## config.mk

```make
export PLATFORM = sky130hd
export DESIGN_NAME = scanline_box_downscaler_core_flat
export DESIGN_NICKNAME = d
export VERILOG_FILES = /design/src/sbd_pkg.sv /design/src/sbd_in_if.sv /design/src/sbd_out_if.sv /design/src/scanline_box_downscaler_core.sv /design/src/flat_wrapper.sv
export SDC_FILE = /design/constraint.sdc
export NUM_CORES = 2
export LEC_CHECK = 0
export BUFFER_PORTS_ARGS = -buffer_cell sky130_fd_sc_hd__buf_2
export CAP_MARGIN = 0
export CORE_MARGIN = 3
export CORE_UTILIZATION = 55
export DETAILED_ROUTE_END_ITERATION = 7
export GPL_TIMING_DRIVEN = 0
export PLACE_DENSITY = 0.71
export SKIP_LAST_GASP = 1
export SLEW_MARGIN = 40
export SYNTH_ARGS = -nofsm -noshare
export SYNTH_HDL_FRONTEND = slang
export SYNTH_SLANG_ARGS = --single-unit
```

## constraint.sdc

```tcl
create_clock -name clk_i -period 21.7 [get_ports clk_i]
set_clock_uncertainty 0.1 [all_clocks]
set_input_delay 2.17 -clock clk_i [delete_from_list [all_inputs] [get_ports clk_i]]
set_output_delay 2.17 -clock clk_i [all_outputs]
set_load 0.02 [all_outputs]
```

## src/sbd_pkg.sv

```systemverilog
// Shared constants, types and blend functions for the scanline box downscaler.
`default_nettype none

package sbd_pkg;

  localparam int unsigned LINE_W   = 8;
  localparam int unsigned COL_W    = 8;
  localparam int unsigned PIX_W    = 16;
  localparam int unsigned XCOL_W   = 8;
  localparam int unsigned ROW_W    = 7;

  localparam int unsigned OUT_WIDTH  = 160;
  localparam int unsigned FIRST_LINE = 8;
  localparam int unsigned END_LINE   = 232;
  localparam int unsigned LINE_LIMIT = 240;

  localparam logic [PIX_W-1:0] BLEND_MASK = 16'hF7DE;

  // floor(v / 7) == (v * 293) >> 11 for every 8-bit v
  localparam int unsigned Div7Mul   = 293;
  localparam int unsigned Div7Shift = 11;

  typedef logic [PIX_W-1:0] pixel_t;

  // position of a kept line inside its group of seven
  typedef enum logic [2:0] {
    PH_DIRECT  = 3'd0,
    PH_STORE_A = 3'd1,
    PH_NEAR    = 3'd2,
    PH_STORE_B = 3'd3,
    PH_MID     = 3'd4,
    PH_STORE_C = 3'd5,
    PH_FAR     = 3'd6
  } vphase_e;

  // carry-free 565 average: drop each field's LSB before the shift
  function automatic pixel_t half_mix(input pixel_t a, input pixel_t b);
    pixel_t diff;
    diff = (a ^ b) & BLEND_MASK;
    return (diff >> 1) + (a & b);
  endfunction

  function automatic pixel_t swap_bytes(input pixel_t v);
    return {v[7:0], v[15:8]};
  endfunction

  function automatic logic [5:0] div7(input logic [7:0] v);
    logic [16:0] prod;
    prod = 17'(v) * 17'(Div7Mul);
    return prod[16:Div7Shift];
  endfunction

endpackage

`default_nettype wire

```

## src/sbd_in_if.sv

```systemverilog
// Source-pixel channel: valid/ready with line, column and pixel payload.
`default_nettype none

interface sbd_in_if;
  logic                         valid;
  logic                         ready;
  logic [sbd_pkg::LINE_W-1:0]   src_line;
  logic [sbd_pkg::COL_W-1:0]    src_column;
  logic [sbd_pkg::PIX_W-1:0]    src_pixel;

  modport source (output valid, src_line, src_column, src_pixel, input ready);
  modport sink   (input valid, src_line, src_column, src_pixel, output ready);
endinterface

`default_nettype wire

```

## src/sbd_out_if.sv

```systemverilog
// Result channel: valid/ready with scaled pixel, column, row and row-end flag.
`default_nettype none

interface sbd_out_if;
  logic                         valid;
  logic                         ready;
  logic [sbd_pkg::PIX_W-1:0]    out_pixel;
  logic [sbd_pkg::XCOL_W-1:0]   out_column;
  logic [sbd_pkg::ROW_W-1:0]    out_row;
  logic                         row_end;

  modport source (output valid, out_pixel, out_column, out_row, row_end, input ready);
  modport sink   (input valid, out_pixel, out_column, out_row, row_end, output ready);
endinterface

`default_nettype wire

```

## src/scanline_box_downscaler_core.sv

```systemverilog
// Top level: 8:5 horizontal, 7:4 vertical box downscaler around one line store.
// A result beat passes the stage 1 register, then the output register, after its source beat is accepted.
// Throughput: one source pixel per cycle unless the result channel stalls; the line store does one read
// or one write per accepted beat, so pixels stream back to back without a bubble.
// Reset (rst_ni low, async) clears the pipeline valids and the previous pixel.
// The line store is not cleared; blend rows read only entries a store row wrote.
`default_nettype none

module scanline_box_downscaler_core (
  input  wire logic   clk_i,
  input  wire logic   rst_ni,
  sbd_in_if.sink      src_i,
  sbd_out_if.source   res_o
);
  import sbd_pkg::*;

  // column taps inside a group of eight source columns
  localparam logic [2:0] TAP_COPY  = 3'd0;
  localparam logic [2:0] TAP_HALF  = 3'd2;
  localparam logic [2:0] TAP_QTR_P = 3'd4;
  localparam logic [2:0] TAP_QTR_C = 3'd5;
  localparam logic [2:0] TAP_LAST  = 3'd7;

  // ---------------------------------------------------------------
  // Stage 0: horizontal blend, position decode, line store access
  // ---------------------------------------------------------------
  pixel_t prev_pixel_q;

  logic              accept;
  logic              line_ok;
  logic              tap_ok;
  logic [2:0]        slot;
  pixel_t            mix_pc;
  pixel_t            h_pix;
  logic [XCOL_W-1:0] x_col;
  logic              x_ok;
  logic [LINE_W-1:0] rel;
  logic [5:0]        grp;
  logic [2:0]        phase_raw;
  vphase_e           phase;
  logic [ROW_W-1:0]  row;
  logic              kept;
  logic              emit;
  logic              store_wr;

  always_comb begin
    line_ok = (src_i.src_line < LINE_W'(LINE_LIMIT)) &&
              (src_i.src_line >= LINE_W'(FIRST_LINE)) &&
              (src_i.src_line < LINE_W'(END_LINE));

    mix_pc = half_mix(prev_pixel_q, src_i.src_pixel);
    tap_ok = 1'b1;
    slot   = 3'd0;
    h_pix  = src_i.src_pixel;
    case (src_i.src_column[2:0])
      TAP_COPY: begin
        slot  = 3'd0;
        h_pix = src_i.src_pixel;
      end
      TAP_HALF: begin
        slot  = 3'd1;
        h_pix = mix_pc;
      end
      TAP_QTR_P: begin
        slot  = 3'd2;
        h_pix = half_mix(prev_pixel_q, mix_pc);
      end
      TAP_QTR_C: begin
        slot  = 3'd3;
        h_pix = half_mix(src_i.src_pixel, mix_pc);
      end
      TAP_LAST: begin
        slot  = 3'd4;
        h_pix = mix_pc;
      end
      default: begin
        tap_ok = 1'b0;
      end
    endcase

    // x = 5 * (column / 8) + slot
    x_col = XCOL_W'({src_i.src_column[7:3], 2'b00}) + XCOL_W'(src_i.src_column[7:3]) +
            XCOL_W'(slot);
    x_ok  = x_col < XCOL_W'(OUT_WIDTH);

    // group of seven lines and phase within it
    rel       = src_i.src_line - LINE_W'(FIRST_LINE);
    grp       = div7(rel);
    phase_raw = 3'(rel - LINE_W'({grp, 3'b000}) + LINE_W'(grp));
    phase     = vphase_e'(phase_raw);
    row       = ROW_W'({grp, 2'b00}) + ROW_W'(phase_raw[2:1]);

    kept     = accept && line_ok && tap_ok && x_ok;
    emit     = kept && !phase_raw[0];
    store_wr = kept && phase_raw[0];
  end

  // ---------------------------------------------------------------
  // Handshake: stage 1 register and output register
  // ---------------------------------------------------------------
  logic s1_valid_q, s1_valid_d;
  logic out_valid_q, out_valid_d;
  logic out_adv;

  assign out_adv     = !out_valid_q || res_o.ready;
  assign src_i.ready = !s1_valid_q || out_adv;
  assign accept      = src_i.valid && src_i.ready;

  always_comb begin
    s1_valid_d = s1_valid_q;
    if (accept) begin
      s1_valid_d = emit;
    end else if (out_adv) begin
      s1_valid_d = 1'b0;
    end
    out_valid_d = out_adv ? s1_valid_q : out_valid_q;
  end

  always_ff @(posedge clk_i or negedge rst_ni) begin
    if (!rst_ni) begin
      prev_pixel_q <= '0;
      s1_valid_q   <= 1'b0;
      out_valid_q  <= 1'b0;
    end else begin
      if (accept) begin
        prev_pixel_q <= src_i.src_pixel;
      end
      s1_valid_q  <= s1_valid_d;
      out_valid_q <= out_valid_d;
    end
  end

  // ---------------------------------------------------------------
  // Line store: one 160 x 16 memory, single access per beat.
  // Store rows write, blend rows read; a beat never does both, and a read
  // issued the cycle after a write to the same entry already sees it.
  // ---------------------------------------------------------------
  pixel_t line_store [OUT_WIDTH];
  pixel_t rd_q;

  always_ff @(posedge clk_i) begin
    if (store_wr) begin
      line_store[x_col] <= h_pix;
    end
    if (emit) begin
      rd_q <= line_store[x_col];
    end
  end

  // stage 1 payload, loaded with every accepted beat
  pixel_t            s1_h_q;
  logic [XCOL_W-1:0] s1_x_q;
  logic [ROW_W-1:0]  s1_row_q;
  vphase_e           s1_phase_q;

  always_ff @(posedge clk_i) begin
    if (accept) begin
      s1_h_q     <= h_pix;
      s1_x_q     <= x_col;
      s1_row_q   <= row;
      s1_phase_q <= phase;
    end
  end

  // ---------------------------------------------------------------
  // Stage 1: vertical blend against the stored line
  // ---------------------------------------------------------------
  pixel_t v_mid;
  pixel_t v_pix;

  always_comb begin
    v_mid = half_mix(rd_q, s1_h_q);
    case (s1_phase_q)
      PH_DIRECT: v_pix = s1_h_q;
      PH_NEAR:   v_pix = half_mix(s1_h_q, v_mid);  // 25% stored
      PH_MID:    v_pix = v_mid;                    // 50/50
      PH_FAR:    v_pix = half_mix(rd_q, v_mid);    // 75% stored
      default:   v_pix = s1_h_q;
    endcase
  end

  pixel_t            out_pixel_q;
  logic [XCOL_W-1:0] out_col_q;
  logic [ROW_W-1:0]  out_row_q;
  logic              out_end_q;

  always_ff @(posedge clk_i) begin
    if (out_adv) begin
      out_pixel_q <= swap_bytes(v_pix);
      out_col_q   <= s1_x_q;
      out_row_q   <= s1_row_q;
      out_end_q   <= s1_x_q == XCOL_W'(OUT_WIDTH - 1);
    end
  end

  assign res_o.valid      = out_valid_q;
  assign res_o.out_pixel  = out_pixel_q;
  assign res_o.out_column = out_col_q;
  assign res_o.out_row    = out_row_q;
  assign res_o.row_end    = out_end_q;

endmodule

`default_nettype wire

```

## src/flat_wrapper.sv

```systemverilog
// flat-port wrapper written by rule: the top's interface ports become plain ports
module scanline_box_downscaler_core_flat import sbd_pkg::*;
  (clk_i, rst_ni, src_i_valid, src_i_src_line, src_i_src_column, src_i_src_pixel, src_i_ready, res_o_valid, res_o_out_pixel, res_o_out_column, res_o_out_row, res_o_row_end, res_o_ready);
  sbd_in_if src_i_i ();
  sbd_out_if res_o_i ();
  input  wire logic clk_i;
  input  wire logic rst_ni;
  input wire logic [$bits(src_i_i.valid)-1:0] src_i_valid;
  input wire logic [$bits(src_i_i.src_line)-1:0] src_i_src_line;
  input wire logic [$bits(src_i_i.src_column)-1:0] src_i_src_column;
  input wire logic [$bits(src_i_i.src_pixel)-1:0] src_i_src_pixel;
  output wire logic [$bits(src_i_i.ready)-1:0] src_i_ready;
  output wire logic [$bits(res_o_i.valid)-1:0] res_o_valid;
  output wire logic [$bits(res_o_i.out_pixel)-1:0] res_o_out_pixel;
  output wire logic [$bits(res_o_i.out_column)-1:0] res_o_out_column;
  output wire logic [$bits(res_o_i.out_row)-1:0] res_o_out_row;
  output wire logic [$bits(res_o_i.row_end)-1:0] res_o_row_end;
  input wire logic [$bits(res_o_i.ready)-1:0] res_o_ready;
  assign src_i_i.valid = src_i_valid;
  assign src_i_i.src_line = src_i_src_line;
  assign src_i_i.src_column = src_i_src_column;
  assign src_i_i.src_pixel = src_i_src_pixel;
  assign src_i_ready = src_i_i.ready;
  assign res_o_valid = res_o_i.valid;
  assign res_o_out_pixel = res_o_i.out_pixel;
  assign res_o_out_column = res_o_i.out_column;
  assign res_o_out_row = res_o_i.out_row;
  assign res_o_row_end = res_o_i.row_end;
  assign res_o_i.ready = res_o_ready;
  scanline_box_downscaler_core u_core (.clk_i(clk_i), .rst_ni(rst_ni), .src_i(src_i_i), .res_o(res_o_i));
endmodule
```

# ---- Yosys cells after proc, flatten, opt, wreduce, memory -nomap -nowiden
# Memories as Yosys holds them, arrays and structs flattened. A register that Yosys moved wholly into a read port is not among the register bits.
# Cells that the tools add are included.
dict set report totals {
  register_bits 84
  ram_bits 2560
  in_bits 36
  out_inout_bits 34
  elab_cells 74
  mem_count 1
}
# memory depth width read_ports rd_clocked_by_memory_dff write_ports line
set mem_list {}
lappend mem_list {u_core.line_store 160 16 1 1 1 scanline_box_downscaler_core.sv:138} ;# pixel_t line_store [OUT_WIDTH];
dict set report classes {
  n_addsub 12
  mul 1
  magnitude_cmp 4
  n_eq_ne 8
  muxes 8
  bitwise 12
  reduce_logical 17
}
# operator n
set ops {}
lappend ops {{15-bit by 16-bit adder with 16-bit output} 6}
lappend ops {{16-bit AND} 6}
lappend ops {{16-bit case mux with 3 select lines} 2}
lappend ops {{16-bit XOR} 6}
lappend ops {{8-bit less-than comparator, second input constant} 3}
lappend ops {{8-bit by 9-bit multiplier with 16-bit output, second input constant} 1}
lappend ops {{3-bit equality test, second input constant} 5}
lappend ops {{3-bit case mux with 4 select lines} 1}
lappend ops {{7-bit by 5-bit adder with 8-bit output} 1}
lappend ops {{8-bit by 3-bit adder with 8-bit output} 1}
lappend ops {{8-bit equality test, second input constant} 1}
lappend ops {{8-bit by 4-bit greater-or-equal comparator with 1-bit output, second input constant} 1}
lappend ops {{1-bit logical AND} 8}
lappend ops {{8-bit by 4-bit subtractor with 8-bit output, second input constant} 1}
lappend ops {{7-bit by 2-bit adder with 7-bit output} 1}
lappend ops {{3-bit by 2-bit equality test with 1-bit output, second input constant} 2}
lappend ops {{1-bit 2-to-1 mux} 5}
lappend ops {{5-bit OR reduction} 1}
lappend ops {{3-bit adder} 1}
lappend ops {{1-bit zero test} 3}
lappend ops {{3-bit zero test} 1}
lappend ops {{3-bit by 1-bit subtractor with 3-bit output, second input constant} 1}
lappend ops {{1-bit logical OR} 2}
lappend ops {{2-bit nonzero test} 1}
lappend ops {{2-bit OR reduction} 1}

# ---- Depth between registers and ports, before layout
dict set report depth {
  ltp_word 10
  ltp_mapped 22
  depth_no_buf 22
}

# ---- Worst setup path before layout
# Ideal clock, no wire load.
dict set report synth_timing {
  path_kind {input to register}
  start {input port src_i_src_pixel[1]}
  end {memory u_core.line_store[0][9] in the netlist's numbering (data pin)}
  setup_time_ns 1.492
  arrival_time_ns 11.906
  required_ns 20.108
  slack_ns 8.202
  cell_stages 18
  cell_sequence {ha_1 -> ha_1 -> inv_1 -> fa_1 -> nand2b_1 -> a21oi_1 -> o211a_1 -> o21ai_0 -> and2_1 -> xnor2_1 -> ha_1 -> ha_1 -> and3_1 -> a21oi_1 -> o21ai_0 -> a21oi_1 -> mux2i_1 -> a211oi_1}
}
dict set report synth_between {
  elab_chain_len 5
  elab_cells_between_ends 10
}
# element line
set synth_lines {}
lappend synth_lines {{start, declared} flat_wrapper.sv:11} ;# input wire logic [$bits(src_i_i.src_pixel)-1:0] src_i_src_pixel;
lappend synth_lines {{16-bit XOR or 16-bit AND (tied branches)} {sbd_pkg.sv:39, sbd_pkg.sv:40}}
lappend synth_lines {{15-bit by 16-bit adder with 16-bit output} sbd_pkg.sv:40} ;# return (diff >> 1) + (a & b);
lappend synth_lines {{16-bit XOR or 16-bit AND (tied branches)} {sbd_pkg.sv:39, sbd_pkg.sv:40}}
lappend synth_lines {{15-bit by 16-bit adder with 16-bit output} sbd_pkg.sv:40}
lappend synth_lines {{16-bit case mux with 3 select lines (*)} scanline_box_downscaler_core.sv:55} ;# case (src_i.src_column[2:0])
lappend synth_lines {{net u_core.h_pix[9]} scanline_box_downscaler_core.sv:34} ;# pixel_t h_pix;
lappend synth_lines {{end, declared} scanline_box_downscaler_core.sv:138}
# The timed path passes the listed nets; every way through them passes the cells marked *.

# ---- Worst setup path in the final report
dict set report layout_timing {
  start {input port src_i_src_column[1]}
  end {memory u_core.line_store[84][10] in the netlist's numbering (enable)}
}
dict set report layout_between {
  elab_chain_len 8
  elab_cells_between_ends 15
}
# element line
set layout_lines {}
lappend layout_lines {{start, declared} flat_wrapper.sv:10} ;# input wire logic [$bits(src_i_i.src_column)-1:0] src_i_src_column;
lappend layout_lines {{3-bit equality test or 3-bit by 2-bit equality test with 1-bit output (tied branches)} scanline_box_downscaler_core.sv:55}
lappend layout_lines {{3-bit case mux with 4 select lines (*)} scanline_box_downscaler_core.sv:55}
lappend layout_lines {{8-bit by 3-bit adder with 8-bit output (*)} scanline_box_downscaler_core.sv:82} ;# x_col = XCOL_W'({src_i.src_column[7:3], 2'b00}) + XCOL_W'(src_i.src_column[7:3]) +
lappend layout_lines {{net u_core.x_col[3]} scanline_box_downscaler_core.sv:35} ;# logic [XCOL_W-1:0] x_col;
lappend layout_lines {{8-bit less-than comparator} scanline_box_downscaler_core.sv:84} ;# x_ok = x_col < XCOL_W'(OUT_WIDTH);
lappend layout_lines {{1-bit logical AND} scanline_box_downscaler_core.sv:93} ;# kept = accept && line_ok && tap_ok && x_ok;
lappend layout_lines {{1-bit logical AND} scanline_box_downscaler_core.sv:95} ;# store_wr = kept && phase_raw[0];
lappend layout_lines {{1-bit 2-to-1 mux} scanline_box_downscaler_core.sv:142} ;# if (store_wr) begin
lappend layout_lines {{1-bit 2-to-1 mux (not written as such)} scanline_box_downscaler_core.sv:143} ;# line_store[x_col] <= h_pix;
# Marked as above.

==> impl_metrics.toml <==
[global_route]
grt_pass1_vias = 57080
grt_overflow = 0
antenna_found_initial = 17
grt_util_all_layers_pct = 31.25
grt_pass1_wl_um = 440200
grt_start_max_net_pins = 69

[floorplan]
rows = 162
initial_core_util_pct = 55.39
core-area_um2 = 195200
die_x_um = 449.4
dieArea_um2 = 201900
io_pins = 70
die_y_um = 449.4

[logic_synthesis]
synth_seq_area_share_pct = 73.74
yosysTopAreaCellShare_pct = 73.32
ys_ff_latch = 2658
synth.most_common_cell = "edfxtp_1"
synth_area_leader_cell = "edfxtp_1"
synth_common_cells = "2640 x edfxtp_1, 808 x mux4_2, 245 x nor2_1"
syn-num-nets = 5269
syn_area_per_cell_um2 = 21.55
yosysWarnings = 0
synth_edf_count = 2640
yosysUniqueCellTypes = 71
synthArstFlopShare_pct = 0.6772
netlist_area_um2 = 108100
synthCells = 5017
ys.flop_type = "edfxtp_1"
synth.area.top_cells = "edfxtp_1 73%, mux4_2 17%, ha_1 2.3%, nor2_1 0.85%, clkbuf_1 0.43%"

[placement]
pre_cts_slack_ns = 11.85
gp_congestion = 0.9756
place_inst = 8002
placed_area_um2 = 117900
io_buffers = 68
hpwl_um = 214200

[setup_path]
cp_max_fo = 11
worst_setup_path_end_kind = "register"
worstSetupStartpointType = "input pin"
worstSetupPathType = "input pin to register"
critPathRequiredTime_ns = 22.21
crit_arrival_ns = 9.67

[routing]
routedWlPerCell_um = 36.94
drc_errors = 0
drt-vias-per-instance = 6.854
antenna_left = 0
dr_total_vias = 58030
dr.first_iter.drc_count = 9075
detail_route.first_pass.iterations = 6
wl_um = 312800

[power_and_ir_drop]
swShare_pct = 28.67
share_comb_of_total_power_pct = 22.8
pwr-share-seq_pct = 44.4
pwr-share-clk_pct = 32.8
p_int_uw = 9842
power_switching_uw = 3955
leakage_uw = 0.04090
peakVddDrop_mv = 0.07962
powerDensity_nw_per_um2 = 109.2

[timing]
fin_crit_sh_pct = 42.22
period_minus_slack_ns = 9.161
max_slew.worst_pin.slew_ns = 0.9478
drv_slew = 0
hold_viol_final = 0
rsz0062_at_grt = "no"
slew_headroom_pct = 36.59
setup_slack_ns = 12.54
max_freq_ghz = 0.1092
setup_viol = 0

[clocking]
cts_tree = "yes"
postCtsSetupRepairBufs = 0
numCtsBuffers = 282
cts.clk_slew.worst_paths_ns = 0.05
clkSinkCount = 2658
cts_root_buf = "clkbuf_16"
hold_buffers = 0
insertion_delay_ns = 0.96
ctsResizeCount = 0
clock_path_buffers = 4
htree_levels = 5

[run_status]
outcome = "finished clean"

[layout]
fin_nets = 5914
area_growth_pct = 16.89
design_area_um2 = 126400
final_layout_size_suffix_gt1_share_pct = 32.87
fin_cells = 8467

[min_path]
hp-class = "register to register"

[run]
drv_cap = 0
cells by family (layout without fill, tap and decap cells):
group / after synthesis / in the layout / synth area share [%]
xor+xnor: 81 / 81 / 0.6631
mux: 862 / 862 / 17.35
other cells: 0 / 8 / 0
compound gates: 348 / 348 / 2.150
simple gates: 544 / 544 / 2.258
flops: 2658 / 2658 / 73.74
fa+ha+maj: 216 / 216 / 2.597
buf+inv: 308 / 1126 / 1.245
cell usage in the layout (no fill, tap or decap), drive strengths merged, types with 6 or more instances in the layout:
| cell type | Yosys | layout |
|---|---|---|
| o211ai | 14 | 14 |
| o21ai | 64 | 64 |
| nor2b | 22 | 22 |
| a211oi | 28 | 28 |
| a21oi | 82 | 82 |
| o21a | 9 | 9 |
| and3 | 7 | 7 |
| edfxtp | 2640 | 2640 |
| a31oi | 10 | 10 |
| nand4 | 18 | 18 |
| nand3b | 6 | 6 |
| xnor2 | 47 | 47 |
| xor2 | 34 | 34 |
| diode | 0 | 8 |
| o221ai | 10 | 10 |
| nand3 | 42 | 42 |
| a22oi | 13 | 13 |
| fa | 14 | 14 |
| buf | 117 | 478 |
| mux2i | 38 | 38 |
| clkinv | 2 | 81 |
| o21bai | 9 | 9 |
| mux2 | 16 | 16 |
| dfrtp | 18 | 18 |
| and2 | 18 | 18 |
| ha | 202 | 202 |
| o22ai | 18 | 18 |
| nor3 | 27 | 27 |
| or3 | 8 | 8 |
| nand2 | 117 | 117 |
| a21o | 20 | 20 |
| bufinv | 0 | 16 |
| inv | 64 | 69 |
| clkbuf | 125 | 479 |
| nor2 | 245 | 245 |
| mux4 | 808 | 808 |
| a211o | 14 | 14 |
| nand2b | 19 | 19 |
flip-flops by register name (all words and copies together) (netlist names):
| signal | flops |
|---|---|
| u_core.s1_x_q | 8 |
| u_core.s1_valid_q | 1 |
| u_core.rd_q | 16 |
| u_core.res_o.valid | 1 |
| u_core.res_o.row_end | 1 |
| u_core.res_o.out_pixel | 16 |
| u_core.res_o.out_row | 7 |
| u_core.res_o.out_column | 8 |
| u_core.prev_pixel_q | 16 |
| u_core.s1_row_q | 6 |
| u_core.s1_h_q | 16 |
| u_core.line_store | 2560 |
| u_core.s1_phase_q | 2 |
layer usage:
layer / share of wire (%) / GRT usage, % / vias up
li1: - / - / 22480
met1: 36 / 42.27 / 30450
met2: 47 / 47.73 / 4314
met3: 13 / 9.472 / 769
met4: 4.9 / 13.50 / 16
met5: 0.036 / 0.02367 / -
cell type report:
cell class / instances / area (µm²)
clock inverters: 103 / 898.4
well taps: 2624 / 3283
fillers: 12340 / 68810
multi-input cells: 2051 / 28570
clock buffers: 354 / 7476
repair buffers: 361 / 4966
flip-flops and latches: 2658 / 79730
inverters: 66 / 250.2
diodes: 8 / 20.02
plain buffers: 242 / 1192
critical path: stages:
cell and delay, ns:
clkbuf_1 0.25, clkbuf_1 0.37, nor2_1 0.69, nand2_1 0.30
o21ai_0 0.30, ha_1 0.27, ha_1 0.21, inv_1 0.08
fa_1 0.52, xor2_4 0.74, buf_4 0.44, buf_4 0.35
buf_4 0.50, inv_1 0.36, nor2_1 0.47, nand2_2 0.67
nor2_4 0.65, buf_16 0.21
power by group through the flow:
stage,registers (µW),clock network (µW),logic (µW)
floorplan,6390,0,1740
global placement,6500,0,2770
detailed placement,6240,0,3060
CTS,6130,4550,3090
global route,6130,4750,3330
finish,6130,4520,3150
worst paths after layout:
kind / start / to / slack [ns] / cells past startpoint
worst max register to register: u_core.prev_pixel_q[1] / u_core.line_store[36][10] / 13.74 / 31
worst min register to register: u_core.s1_row_q[2] / u_core.res_o.out_row[2] / 0.32 / 0
worst min-delay path: u_core.s1_row_q[2] / u_core.res_o.out_row[2] / 0.32 / 0
max in group asynchronous: rst_ni / u_core.res_o.valid / 20.01 / 1
min in group asynchronous: rst_ni / u_core.prev_pixel_q[9] / 1.14 / 1
worst max-delay path: src_i_src_column[1] / u_core.line_store[84][10] / 12.54 / 18
stage by stage:
step,utilization (%),hold slack (ns),setup TNS (ns),power [µW]
5_1_grt,64.74,0.3210,0,14210
2_1_floorplan,-,0.3003,0,8130
6_report,64.75,0.3170,0,13800
4_1_cts,64.72,0.3181,0,13770
3_5_place_dp,60.43,0.3054,0,9300
3_3_place_gp,57.25,0.3009,-317.12,9276
Power figures use the tool's default switching activity.
